[config.mk]
export PLATFORM = sky130hd
export DESIGN_NAME = fastq_record_parser
export DESIGN_NICKNAME = d
export VERILOG_FILES = /design/src/fqrp_pkg.sv /design/src/fqrp_front.sv /design/src/fqrp_cmdq.sv /design/src/fqrp_back.sv /design/src/fastq_record_parser.sv
export SDC_FILE = /design/constraint.sdc
export NUM_CORES = 1
export LEC_CHECK = 0
export BUFFER_PORTS_ARGS = -buffer_cell sky130_fd_sc_hd__buf_2
export CAP_MARGIN = 40
export CORE_ASPECT_RATIO = 0.7
export CORE_MARGIN = 3
export CORE_UTILIZATION = 40
export DETAILED_ROUTE_END_ITERATION = 7
export PLACE_DENSITY = 0.52
export SLEW_MARGIN = 10
export SYNTH_ARGS = -nofsm -noshare
export SYNTH_HDL_FRONTEND = slang
export SYNTH_HIERARCHICAL = 1
export SYNTH_SLANG_ARGS = --single-unit
[constraint.sdc]
create_clock -name clk -period 5.55 [get_ports clk]
set_input_delay 1.11 -clock clk [delete_from_list [all_inputs] [get_ports clk]]
set_output_delay 1.11 -clock clk [all_outputs]
set_load 0.005 [all_outputs]
[src/fqrp_pkg.sv]
// Package for the FASTQ record parser: word types, result kinds, phases
// and counter limits. No dependencies.
package fqrp_pkg;

  localparam int LINE_COUNT_MAX = 255;
  localparam int LENGTH_WIDTH   = 24;

  localparam int LEN_W  = 24;
  localparam int LINE_W = 8;

  localparam int LINE_LIMIT_I = (LINE_COUNT_MAX > 255) ? 255 : LINE_COUNT_MAX;
  localparam longint LEN_LIMIT_RAW = (longint'(1) << LENGTH_WIDTH) - 1;
  localparam longint LEN_LIMIT_L =
      (LEN_LIMIT_RAW > longint'(16777215)) ? longint'(16777215) : LEN_LIMIT_RAW;

  localparam logic [LINE_W-1:0] LINE_LIMIT = LINE_W'(LINE_LIMIT_I);
  localparam logic [LEN_W-1:0]  LEN_LIMIT  = LEN_W'(LEN_LIMIT_L);

  localparam logic [7:0] CH_NEWLINE = 8'h0A;
  localparam logic [7:0] CH_PLUS    = 8'h2B;
  localparam logic [7:0] CH_SPACE   = 8'h20;

  localparam int CMDQ_DEPTH = 4;
  localparam int CMDQ_AW    = $clog2(CMDQ_DEPTH);

  typedef enum logic [2:0] {
    KIND_HEADER  = 3'd0,
    KIND_SEQ     = 3'd1,
    KIND_QUAL    = 3'd2,
    KIND_REC_END = 3'd3,
    KIND_TRUNC   = 3'd4
  } kind_t;

  typedef enum logic [1:0] {
    PH_HEADER = 2'd0,
    PH_SEQ    = 2'd1,
    PH_SPACER = 2'd2,
    PH_QUAL   = 2'd3
  } phase_t;

  typedef enum logic [0:0] {
    REG_MIN_LEN = 1'b0,
    REG_MAX_LEN = 1'b1
  } reg_index_t;

  typedef struct packed {
    logic [7:0] byte_value;
    logic       end_of_input;
  } in_word_t;

  typedef struct packed {
    logic [2:0]       result_kind;
    logic [7:0]       char_value;
    logic [LEN_W-1:0] read_length;
    logic             length_pass;
    logic             last_result;
  } out_word_t;

  // one accepted byte, as classified by the front end
  typedef struct packed {
    logic             has_char;
    logic [2:0]       char_kind;
    logic [7:0]       char_value;
    logic             has_end;
    logic [2:0]       end_kind;
    logic [LEN_W-1:0] read_length;
    logic             length_pass;
  } cmd_t;

endpackage

[src/fqrp_front.sv]
// Front end: phase tracking, counters and length registers; turns each
// accepted byte into a command word. Depends on fqrp_pkg.
module fqrp_front (
  input  logic              clk,
  input  logic              rst,
  input  logic              accept,
  input  fqrp_pkg::in_word_t item,
  input  logic              cfg_we,
  input  logic              cfg_index,
  input  logic [23:0]       cfg_data,
  output logic              cmd_push,
  output fqrp_pkg::cmd_t    cmd
);
  import fqrp_pkg::*;

  phase_t            phase, phase_next, step_phase;
  logic              at_header_start, at_header_start_next, step_ahs;
  logic [LINE_W-1:0] line_count, line_count_next, step_lc, lc_dec;
  logic [LEN_W-1:0]  length_count, length_count_next, step_len;
  logic [LEN_W-1:0]  min_read_length, max_read_length;
  logic              step_end, eoi_end, eoi_err;
  logic              kept, is_nl, is_plus;

  assign kept    = item.byte_value > CH_SPACE;
  assign is_nl   = item.byte_value == CH_NEWLINE;
  assign is_plus = item.byte_value == CH_PLUS;
  assign lc_dec  = (line_count != '0) ? line_count - LINE_W'(1) : line_count;

  always_comb begin
    step_phase = phase;
    step_ahs   = at_header_start;
    step_lc    = line_count;
    step_len   = length_count;
    step_end   = 1'b0;
    unique case (phase)
      PH_HEADER: begin
        if (at_header_start) begin
          if (kept) step_ahs = 1'b0;
        end else if (is_nl) begin
          step_phase = PH_SEQ;
          step_lc    = '0;
          step_len   = '0;
        end
      end
      PH_SEQ: begin
        if (is_plus) begin
          step_phase = PH_SPACER;
        end else begin
          if (is_nl && line_count < LINE_LIMIT) step_lc = line_count + LINE_W'(1);
          if (kept && length_count < LEN_LIMIT) step_len = length_count + LEN_W'(1);
        end
      end
      PH_SPACER: begin
        if (is_nl) begin
          if (line_count == '0) step_end = 1'b1;
          else step_phase = PH_QUAL;
        end
      end
      PH_QUAL: begin
        if (is_nl) begin
          if (lc_dec == '0) step_end = 1'b1;
          else step_lc = lc_dec;
        end
      end
      default: ;
    endcase
    if (step_end) begin
      step_phase = PH_HEADER;
      step_ahs   = 1'b1;
      step_lc    = '0;
      step_len   = '0;
    end

    eoi_end = 1'b0;
    eoi_err = 1'b0;
    if (item.end_of_input) begin
      if (step_phase == PH_QUAL && step_lc <= LINE_W'(1)) eoi_end = 1'b1;
      else if (step_phase != PH_HEADER || !step_ahs) eoi_err = 1'b1;
    end

    phase_next           = step_phase;
    at_header_start_next = step_ahs;
    line_count_next      = step_lc;
    length_count_next    = step_len;
    if (eoi_end || eoi_err) begin
      phase_next           = PH_HEADER;
      at_header_start_next = 1'b1;
      line_count_next      = '0;
      length_count_next    = '0;
    end
  end

  always_comb begin
    cmd = '0;
    unique case (phase)
      PH_HEADER: begin
        cmd.has_char  = !at_header_start && !is_nl && kept;
        cmd.char_kind = KIND_HEADER;
      end
      PH_SEQ: begin
        cmd.has_char  = !is_plus && kept;
        cmd.char_kind = KIND_SEQ;
      end
      PH_SPACER: begin
        cmd.has_char  = 1'b0;
        cmd.char_kind = KIND_HEADER;
      end
      PH_QUAL: begin
        cmd.has_char  = kept;
        cmd.char_kind = KIND_QUAL;
      end
      default: ;
    endcase
    cmd.char_value = item.byte_value;
    cmd.has_end    = step_end || eoi_end || eoi_err;
    cmd.end_kind   = (step_end || eoi_end) ? KIND_REC_END : KIND_TRUNC;
    if (step_end || eoi_end) begin
      cmd.read_length = length_count;
      cmd.length_pass = (length_count >= min_read_length) &&
                        (max_read_length == '0 || length_count <= max_read_length);
    end
    cmd_push = accept && (cmd.has_char || cmd.has_end);
  end

  always_ff @(posedge clk) begin
    if (rst) begin
      phase           <= PH_HEADER;
      at_header_start <= 1'b1;
      line_count      <= '0;
      length_count    <= '0;
      min_read_length <= '0;
      max_read_length <= '0;
    end else begin
      if (accept) begin
        phase           <= phase_next;
        at_header_start <= at_header_start_next;
        line_count      <= line_count_next;
        length_count    <= length_count_next;
      end
      if (cfg_we) begin
        unique case (reg_index_t'(cfg_index))
          REG_MIN_LEN: min_read_length <= cfg_data;
          REG_MAX_LEN: max_read_length <= cfg_data;
          default: ;
        endcase
      end
    end
  end

endmodule

[src/fqrp_cmdq.sv]
// Short command queue between front and back end.
// Depends on fqrp_pkg.
module fqrp_cmdq (
  input  logic           clk,
  input  logic           rst,
  input  logic           push,
  input  fqrp_pkg::cmd_t push_word,
  input  logic           pop,
  output logic           full,
  output logic           empty,
  output fqrp_pkg::cmd_t head
);
  import fqrp_pkg::*;

  cmd_t              entries [CMDQ_DEPTH];
  logic [CMDQ_AW-1:0] wr_ptr, rd_ptr;
  logic [CMDQ_AW:0]   count;
  logic               do_push, do_pop;

  assign full    = count == (CMDQ_AW+1)'(CMDQ_DEPTH);
  assign empty   = count == '0;
  assign do_push = push && !full;
  assign do_pop  = pop && !empty;
  assign head    = entries[rd_ptr];

  always_ff @(posedge clk) begin
    if (do_push) entries[wr_ptr] <= push_word;
  end

  always_ff @(posedge clk) begin
    if (rst) begin
      wr_ptr <= '0;
      rd_ptr <= '0;
      count  <= '0;
    end else begin
      if (do_push) wr_ptr <= wr_ptr + CMDQ_AW'(1);
      if (do_pop)  rd_ptr <= rd_ptr + CMDQ_AW'(1);
      if (do_push && !do_pop)      count <= count + (CMDQ_AW+1)'(1);
      else if (do_pop && !do_push) count <= count - (CMDQ_AW+1)'(1);
    end
  end

endmodule

[src/fqrp_back.sv]
// Back end: expands each command into one or two result words and holds
// the oldest one in the output register. Depends on fqrp_pkg.
module fqrp_back (
  input  logic              clk,
  input  logic              rst,
  input  logic              q_empty,
  input  fqrp_pkg::cmd_t    q_head,
  output logic              q_pop,
  input  logic              pop,
  output logic              out_valid,
  output fqrp_pkg::out_word_t out_word
);
  import fqrp_pkg::*;

  logic      sent_first, sent_first_next;
  logic      load;
  out_word_t word_next;

  assign load = !q_empty && (!out_valid || pop);

  always_comb begin
    word_next       = '0;
    sent_first_next = sent_first;
    q_pop           = 1'b0;
    if (q_head.has_char && !sent_first) begin
      word_next.result_kind = q_head.char_kind;
      word_next.char_value  = q_head.char_value;
      word_next.last_result = !q_head.has_end;
      if (load) begin
        if (q_head.has_end) sent_first_next = 1'b1;
        else q_pop = 1'b1;
      end
    end else begin
      word_next.result_kind = q_head.end_kind;
      word_next.read_length = q_head.read_length;
      word_next.length_pass = q_head.length_pass;
      word_next.last_result = 1'b1;
      if (load) begin
        sent_first_next = 1'b0;
        q_pop           = 1'b1;
      end
    end
  end

  always_ff @(posedge clk) begin
    if (load) out_word <= word_next;
  end

  always_ff @(posedge clk) begin
    if (rst) begin
      out_valid  <= 1'b0;
      sent_first <= 1'b0;
    end else begin
      sent_first <= sent_first_next;
      if (load) out_valid <= 1'b1;
      else if (pop) out_valid <= 1'b0;
    end
  end

  a_pending_pair: assert property (@(posedge clk) disable iff (rst)
    sent_first |-> (!q_empty && q_head.has_char && q_head.has_end))
    else $error("second half pending without a two-word command");

  a_end_is_last: assert property (@(posedge clk) disable iff (rst)
    (out_valid && (out_word.result_kind == KIND_REC_END ||
                   out_word.result_kind == KIND_TRUNC)) |-> out_word.last_result)
    else $error("record end or error word not marked last");

  a_notlast_is_char: assert property (@(posedge clk) disable iff (rst)
    (out_valid && !out_word.last_result) |->
      (out_word.result_kind == KIND_HEADER || out_word.result_kind == KIND_SEQ ||
       out_word.result_kind == KIND_QUAL))
    else $error("non-final word is not a character");

  a_end_fields_zero: assert property (@(posedge clk) disable iff (rst)
    (out_valid && out_word.result_kind == KIND_TRUNC) |->
      (out_word.read_length == '0 && !out_word.length_pass && out_word.char_value == '0))
    else $error("truncation word carries data");

endmodule

[src/fastq_record_parser.sv]
// FASTQ record parser top level: one byte word in per cycle while the queue is not full, results out.
// Path: each byte's command is written to the command queue, then loaded into the output register.
// Throughput: one byte per cycle while the queue is not full; a byte with two results holds the back end
// for an extra output word, absorbed by a four-entry command queue.
// Reset (rst, synchronous): header phase, counters and length registers zero.
// Depends on fqrp_pkg, fqrp_front, fqrp_cmdq, fqrp_back.
module fastq_record_parser (
  input  logic                clk,
  input  logic                rst,
  input  logic                push,
  output logic                full,
  input  fqrp_pkg::in_word_t  item,
  output logic                empty,
  input  logic                pop,
  output fqrp_pkg::out_word_t result,
  input  logic                cfg_valid,
  output logic                cfg_ready,
  input  logic                cfg_index,
  input  logic [23:0]         cfg_data
);
  import fqrp_pkg::*;

  logic      accept, cmd_push, q_full, q_empty, q_pop, out_valid;
  cmd_t      cmd, q_head;

  assign full      = q_full;
  assign accept    = push && !q_full;
  assign cfg_ready = 1'b1;
  assign empty     = !out_valid;

  fqrp_front u_front (
    .clk       (clk),
    .rst       (rst),
    .accept    (accept),
    .item      (item),
    .cfg_we    (cfg_valid && cfg_ready),
    .cfg_index (cfg_index),
    .cfg_data  (cfg_data),
    .cmd_push  (cmd_push),
    .cmd       (cmd)
  );

  fqrp_cmdq u_cmdq (
    .clk       (clk),
    .rst       (rst),
    .push      (cmd_push),
    .push_word (cmd),
    .pop       (q_pop),
    .full      (q_full),
    .empty     (q_empty),
    .head      (q_head)
  );

  fqrp_back u_back (
    .clk       (clk),
    .rst       (rst),
    .q_empty   (q_empty),
    .q_head    (q_head),
    .q_pop     (q_pop),
    .pop       (pop),
    .out_valid (out_valid),
    .out_word  (result)
  );

endmodule

==> results of run 1 <==
[where the power goes]
part | internal, mW | switching (mW) | leakage (nW)
sequential | 2.69 | 0.113 | 2.67
clock | 1.20 | 0.865 | 0.493
combinational | 0.569 | 0.698 | 2.46
[cells in the final DEF, fill, tap and decap left out, drive strengths merged, types with 20 or more instances in the layout]
| master | n |
|---|---|
| mux4 | 41 |
| nor2b | 25 |
| clkbuf | 34 |
| o21ai | 38 |
| inv | 66 |
| ha | 57 |
| nand3 | 29 |
| nand2 | 150 |
| buf | 97 |
| dfxtp | 94 |
| edfxtp | 201 |
| and2 | 45 |
| nand2b | 26 |
| a21oi | 102 |
| nor2 | 55 |
| nor3 | 20 |
[layout make-up]
type / instances / area (um^2) / share of cell area
clock inverter: 22 / 248 / 0.0155
multi-input combinational: 771 / 5560 / 0.349
inverter: 66 / 248 / 0.0155
clock buffer: 34 / 776 / 0.0487
timing repair buffer: 97 / 609 / 0.0382
tap: 464 / 581 / 0.0364
sequential: 295 / 7920 / 0.497
[worst max path at each step]
stage / start / to / depth (start not counted)
after floorplan: item[3] / u_cmdq/entries[0][0] / 13
after global placement: item[3] / u_cmdq/count[2] / 17
after detailed placement: item[3] / u_cmdq/entries[1][2] / 11
after CTS: u_front/line_count[0] / u_cmdq/count[2] / 18
after global routing: u_front/line_count[0] / u_cmdq/count[2] / 18
final: u_front/line_count[0] / u_cmdq/count[2] / 18
[routing by layer]
metal	global-route usage	up-vias
li1	-	4529
met5	0	-
met2	0.251	215
met4	0.0307	0
met3	0.0272	34
met1	0.283	4554
[metrics by stage]
stage                     setup slack, ps  hold slack, ps  cell area, um^2   util  power [mW]
after floorplan                       917             436            14100      -        3.77
after global placement                798             444            14900  0.435        4.13
after detailed placement              717             448            14900  0.436        4.16
after CTS                            1070             457            15900  0.466        6.23
after global routing                  693             479            15900  0.466        6.46
final                                1080             454            15900  0.466        6.14
[state kept, by name, indices dropped and copies added, names as in the netlist, named ones only]
signal,flops
u_front/at_header_start,1
u_front/max_read_length,24
u_front/length_count,24
u_back/out_word,37
u_back/sent_first,1
u_cmdq/entries,164
u_cmdq/rd_ptr,2
u_front/min_read_length,24
u_front/line_count,8
u_cmdq/wr_ptr,2
u_front/phase,2
u_back/out_valid,1
u_cmdq/count,3
[cells by family (layout without fill, tap and decap cells)]
kind of cell    count (synthesis)  in the layout  synth area share
simple gates                  421            421             0.156
other cells                     2              2          0.000531
buf+inv                       139            219            0.0483
fa+ha+maj                      58             58            0.0519
flops                         295            295             0.560
xor+xnor                       12             12           0.00743
compound gates                232            232             0.106
mux                            46             46            0.0691
[worst register-to-register path, stage by stage (launching register included)]
cell and delay [ps]:
dfxtp_1 580, inv_1 160, ha_1 390, xnor2_1 250, a31oi_1 110, o22a_1 290
nor2_1 140, a41o_1 370, a21oi_2 160, inv_1 210, o21a_1 140, inv_1 60
nor2_1 290, ha_1 240, inv_1 60, fa_1 370, xor2_1 150, or3_1 300
a21oi_1 140
==> impl_metrics.toml, run 1 <==
[outcome]
status = "completed"

[critical_path]
regToRegSetupSlack_ps = 1080
crit_family = "compound AO/OA/AOI/OAI gates"
worst-path-buf-inv = 4
crit_top_cell = "inv_1"
cp.required_ps = 6050
crit_slowest_cell = "dfxtp_1"
r2r-start = "u_front/line_count[0]"
slowest_delay_ps = 580
start_kind = "flop"
crit_chain = "inv_1 -> ha_1 -> xnor2_1 -> a31oi_1 -> o22a_1 -> nor2_1 -> a41o_1 -> a21oi_2 -> inv_1 -> o21a_1 -> inv_1 -> nor2_1 -> ha_1 -> inv_1 -> fa_1 -> xor2_1 -> or3_1 -> a21oi_1"
timing.rr.end = "u_cmdq/count[2]"
endpoint_kind = "flop"
cp_max_fo = 12
reg2regPathDepth = 18
critical_path_arrival_ps = 4970
path_class = "flop to flop"

[finish]
final_nets = 1358
n_fill_cell = 3177
diodes = 0
final_cells = 1749
drive_gt1_frac = 0.179
syn_to_final_growth_pct = 12.7

[timing]
max_slew_margin = 0.422
rsz0062_at_grt = "no"
fin_crit_sh = 0.806
drv_slew = 0
skew_ps = 12.8
fin_setup_tns_ps = 0
worst_pin_slew_ps = 846
max_clock_freq_mhz = 224
finalCriticalPeriod_ps = 4470
hold_violations = 0
setup_viol = 0

[power]
vdd_drop_max_mv = 0.211
p_leak_nw = 5.62
p_per_area_mw_per_mm2 = 385

[drt]
drt-initial-drc-count = 747
met1_length_um = 16900
drcViolationCount = 0
wl_met3_um = 1760
drt-total-wl_um = 32800
drt_pass1_iterations = 5
dr_wl_met2_um = 13600
vias_per_cell = 5.34
dr.max_layer_used = "met4"
postRouteAntennaNets = 0
via_count = 9332
wl_per_cell_um = 18.7

[clock_network]
cts_made_buffers = 30
clk_latency_ps = 580
htree_levels = 1
clock_sinks = 295
clkSlewWorstSetupHoldPaths_ps = 60
clockBufferDepth = 3
cts_setup_buffers = 0
root_buffer = "clkbuf_16"
cts-resized-gates = 0
cts_tree = "yes"
hold_buffers = 0

[yosys]
synth_cells = 1205
yosysTopAreaCell = "edfxtp_1"
synth_edf_count = 201
ys_top_cells_by_count = "edfxtp_1 (201), nand2_1 (150), a21oi_1 (101), dfxtp_1 (94), inv_1 (65)"
synth_fp_nets = 1302
synth_area_mm2 = 0.0141
yosysTopAreaCellShare = 0.427
synth_seq_area_share = 0.560
synth-seq-cells = 295
ys_warn_count = 6
synth.distinct_cells = 84
async_reset_ff_frac = 0
synthTopCellsByArea = "edfxtp_1 (43%), dfxtp_1 (13%), mux4_2 (6.4%), ha_1 (5.0%), nand2_1 (4.0%)"
synth.most_common_cell = "edfxtp_1"
synth-main-ff-cell = "edfxtp_1"
synth.avg_cell_area_um2 = 11.7

[worst_hold_path]
holdPathStages = 2
hp-class = "flop to flop"
hold_start = "u_front/min_read_length[3]"
holdPathEnd = "u_front/min_read_length[3]"

[floorplan]
die-area_mm2 = 0.0377
initial_utilization = 0.413
coreArea_mm2 = 0.0342
ios = 79
rows = 56
dieHeight_um = 163
die_w_um = 231

[job]
maxCapViolCount = 0

[placement]
gp_congestion = 0.867
io_buffer_count = 77
place_inst = 1693
hpwl_um = 22000

[grt]
grt_max_degree = 80
grt_pass1_vias = 9115
grt_pass1_wl_um = 52800
grt_overflow = 0
antenna_found_initial = 1
track_usage = 0.176
No activity file was read; power rests on OpenSTA's default activity.
==> inputs of run 2 (changes only) <==
- PLACE_DENSITY: 0.52 -> 0.54
- clock period: 5.55 -> 3.95 ns (I/O delays scaled with it)
==> impl_metrics.toml, run 2 (synthesis gave the netlist of run 1 again) <==
[outcome]
status = "completed"

[critical_path]
start_kind = "flop"
critical_path.startpoint = "u_front/line_count[0]"
path_class = "flop to flop"
cp.required_ps = 4450
critical_path_arrival_ps = 4100
r2r-start = "u_front/line_count[0]"
reg2regPathDepth = 18
endpoint_kind = "flop"
crit_end = "u_cmdq/count[2]"
timing.rr.end = "u_cmdq/count[2]"
cp_max_fo = 5
regToRegSetupSlack_ps = 350

[placement]
hpwl_um = 22500
io_buffer_count = 77
dpl_worst_slack_ps = 102
gp_congestion = 0.916

[timing]
hold_violations = 0
holdWs_ps = 455
skew_ps = 8.01
max_slew_margin = 0.453
fin_setup_tns_ps = 0
fin_ws_ps = 347
worst_pin_slew_ps = 821
setup_viol = 0
rsz0062_at_grt = "no"
drv_slew = 0
max_clock_freq_mhz = 278
finalCriticalPeriod_ps = 3600
fin_crit_sh = 0.912

[clock_network]
cts_made_buffers = 30
clk_latency_ps = 580
root_buffer = "clkbuf_16"
clkSlewWorstSetupHoldPaths_ps = 60
clock_sinks = 295
clockBufferDepth = 3
cts_setup_buffers = 0
cts_tree = "yes"
hold_buffers = 0
cts-resized-gates = 0
htree_levels = 1

[power]
swShare = 0.273
vdd_drop_max_mv = 0.300
power.total_mw = 8.72
p_clk_frac = 0.338
p_leak_nw = 5.77
p_per_area_mw_per_mm2 = 539
p_seq_frac = 0.451
cellInternalPower_mw = 6.33
p_sw_mw = 2.38
pwr-share-comb = 0.211

[grt]
grt_pass1_wl_um = 52600
use_met1 = 0.279
grt_util_met2 = 0.251
track_usage = 0.176
antenna_found_initial = 0
grt_use_met3 = 0.0312
gr-max-usage-layer = "met1"
grt_overflow = 0
grt_pass1_vias = 9257
grt_max_degree = 43

[drt]
drt-total-wl_um = 33100
drt_pass1_iterations = 5
via_count = 9559
postRouteAntennaNets = 0
drt-initial-drc-count = 853
wl_per_cell_um = 18.6
vias_per_cell = 5.38
drcViolationCount = 0

[finish]
mostFrequentLayoutCell = "edfxtp_1"
top_regs = "u_cmdq/entries: 164 flops, u_back/out_word: 37 flops"
fin_util = 0.473
final_cell_mix = "edfxtp_1 (201), nand2_1 (150), a21oi_1 (101), dfxtp_1 (92), buf_2 (77)"
regMostFlops = "u_cmdq/entries"
syn_to_final_growth_pct = 14.4
drive_gt1_frac = 0.195
diodes = 0
largest_register_ffs = 164
final_nets = 1386

[floorplan]
die_w_um = 231
ios = 79
initial_utilization = 0.413
coreArea_mm2 = 0.0342
rows = 56
dieHeight_um = 163
die-area_mm2 = 0.0377

[worst_hold_path]
hp-class = "flop to flop"
hold_start = "u_front/min_read_length[15]"

[job]
maxCapViolCount = 0
[run 2: cell types whose count changed in the layout (fill, tap and decap cells not counted), sizes merged]
cell	change
buf	+28
bufinv	+1
clkbuf	-2
clkinv	+1
[run 2: worst min-delay path by stage]
| stage | endpoint | slack (ps) | cells past startpoint |
|---|---|---|---|
| global route | u_front/max_read_length[5] | 440 | 3 |
| detailed placement | u_front/min_read_length[15] | 450 | 2 |
| CTS | u_front/max_read_length[19] | 430 | 3 |
| global placement | u_front/min_read_length[8] | 440 | 2 |
| floorplan | u_front/min_read_length[10] | 440 | 2 |
| finish | u_front/min_read_length[15] | 460 | 2 |
[run 2: area by class of cell]
cell class / instances / area (um^2)
clock inverters: 24 / 277
fillers: 3190 / 18000
repair buffers: 125 / 832
clock buffers: 32 / 758
multi-input cells: 771 / 5560
inverters: 66 / 248
well taps: 464 / 581
flip-flops and latches: 295 / 7920
[run 2: metrics by stage]
| stage | cells | instance area (um^2) |
|---|---|---|
| floorplan | 1205 | 14200 |
| global placement | 1719 | 15100 |
| detailed placement | 1721 | 15100 |
| CTS | 1777 | 16200 |
| global route | 1777 | 16200 |
| finish | 1777 | 16200 |
[run 2: power by group through the flow]
| stage | Combinational [mW] | Sequential [mW] | Clock (mW) |
|---|---|---|---|
| 6_report | 1.84 | 3.93 | 2.95 |
| 4_1_cts | 1.88 | 3.94 | 3.04 |
| 3_5_place_dp | 1.87 | 4.00 | 0 |
| 3_3_place_gp | 1.87 | 4.00 | 0 |
| 5_1_grt | 2.06 | 3.97 | 3.17 |
| 2_1_floorplan | 1.29 | 4.01 | 0 |
[run 2: metal layers]
metal / vias up / wire, um
li1: 4582 / -
met1: 4678 / 17000
met3: 41 / 1890
met2: 258 / 13600
met5: - / 0
met4: 0 / 604
[run 2: worst max-delay path, stage by stage, from the launching register on]
cell     delay (ps)
dfxtp_1         310
inv_1           110
ha_1            280
nor3b_1         350
and3_1          230
a31oi_2          60
nor2_1          240
a41o_1          270
a21oi_2          50
inv_1            70
o21a_1          110
inv_1            50
nor2_2          130
ha_1            200
inv_1            60
fa_1            380
xor2_1          160
or3_1           310
a21oi_1         150
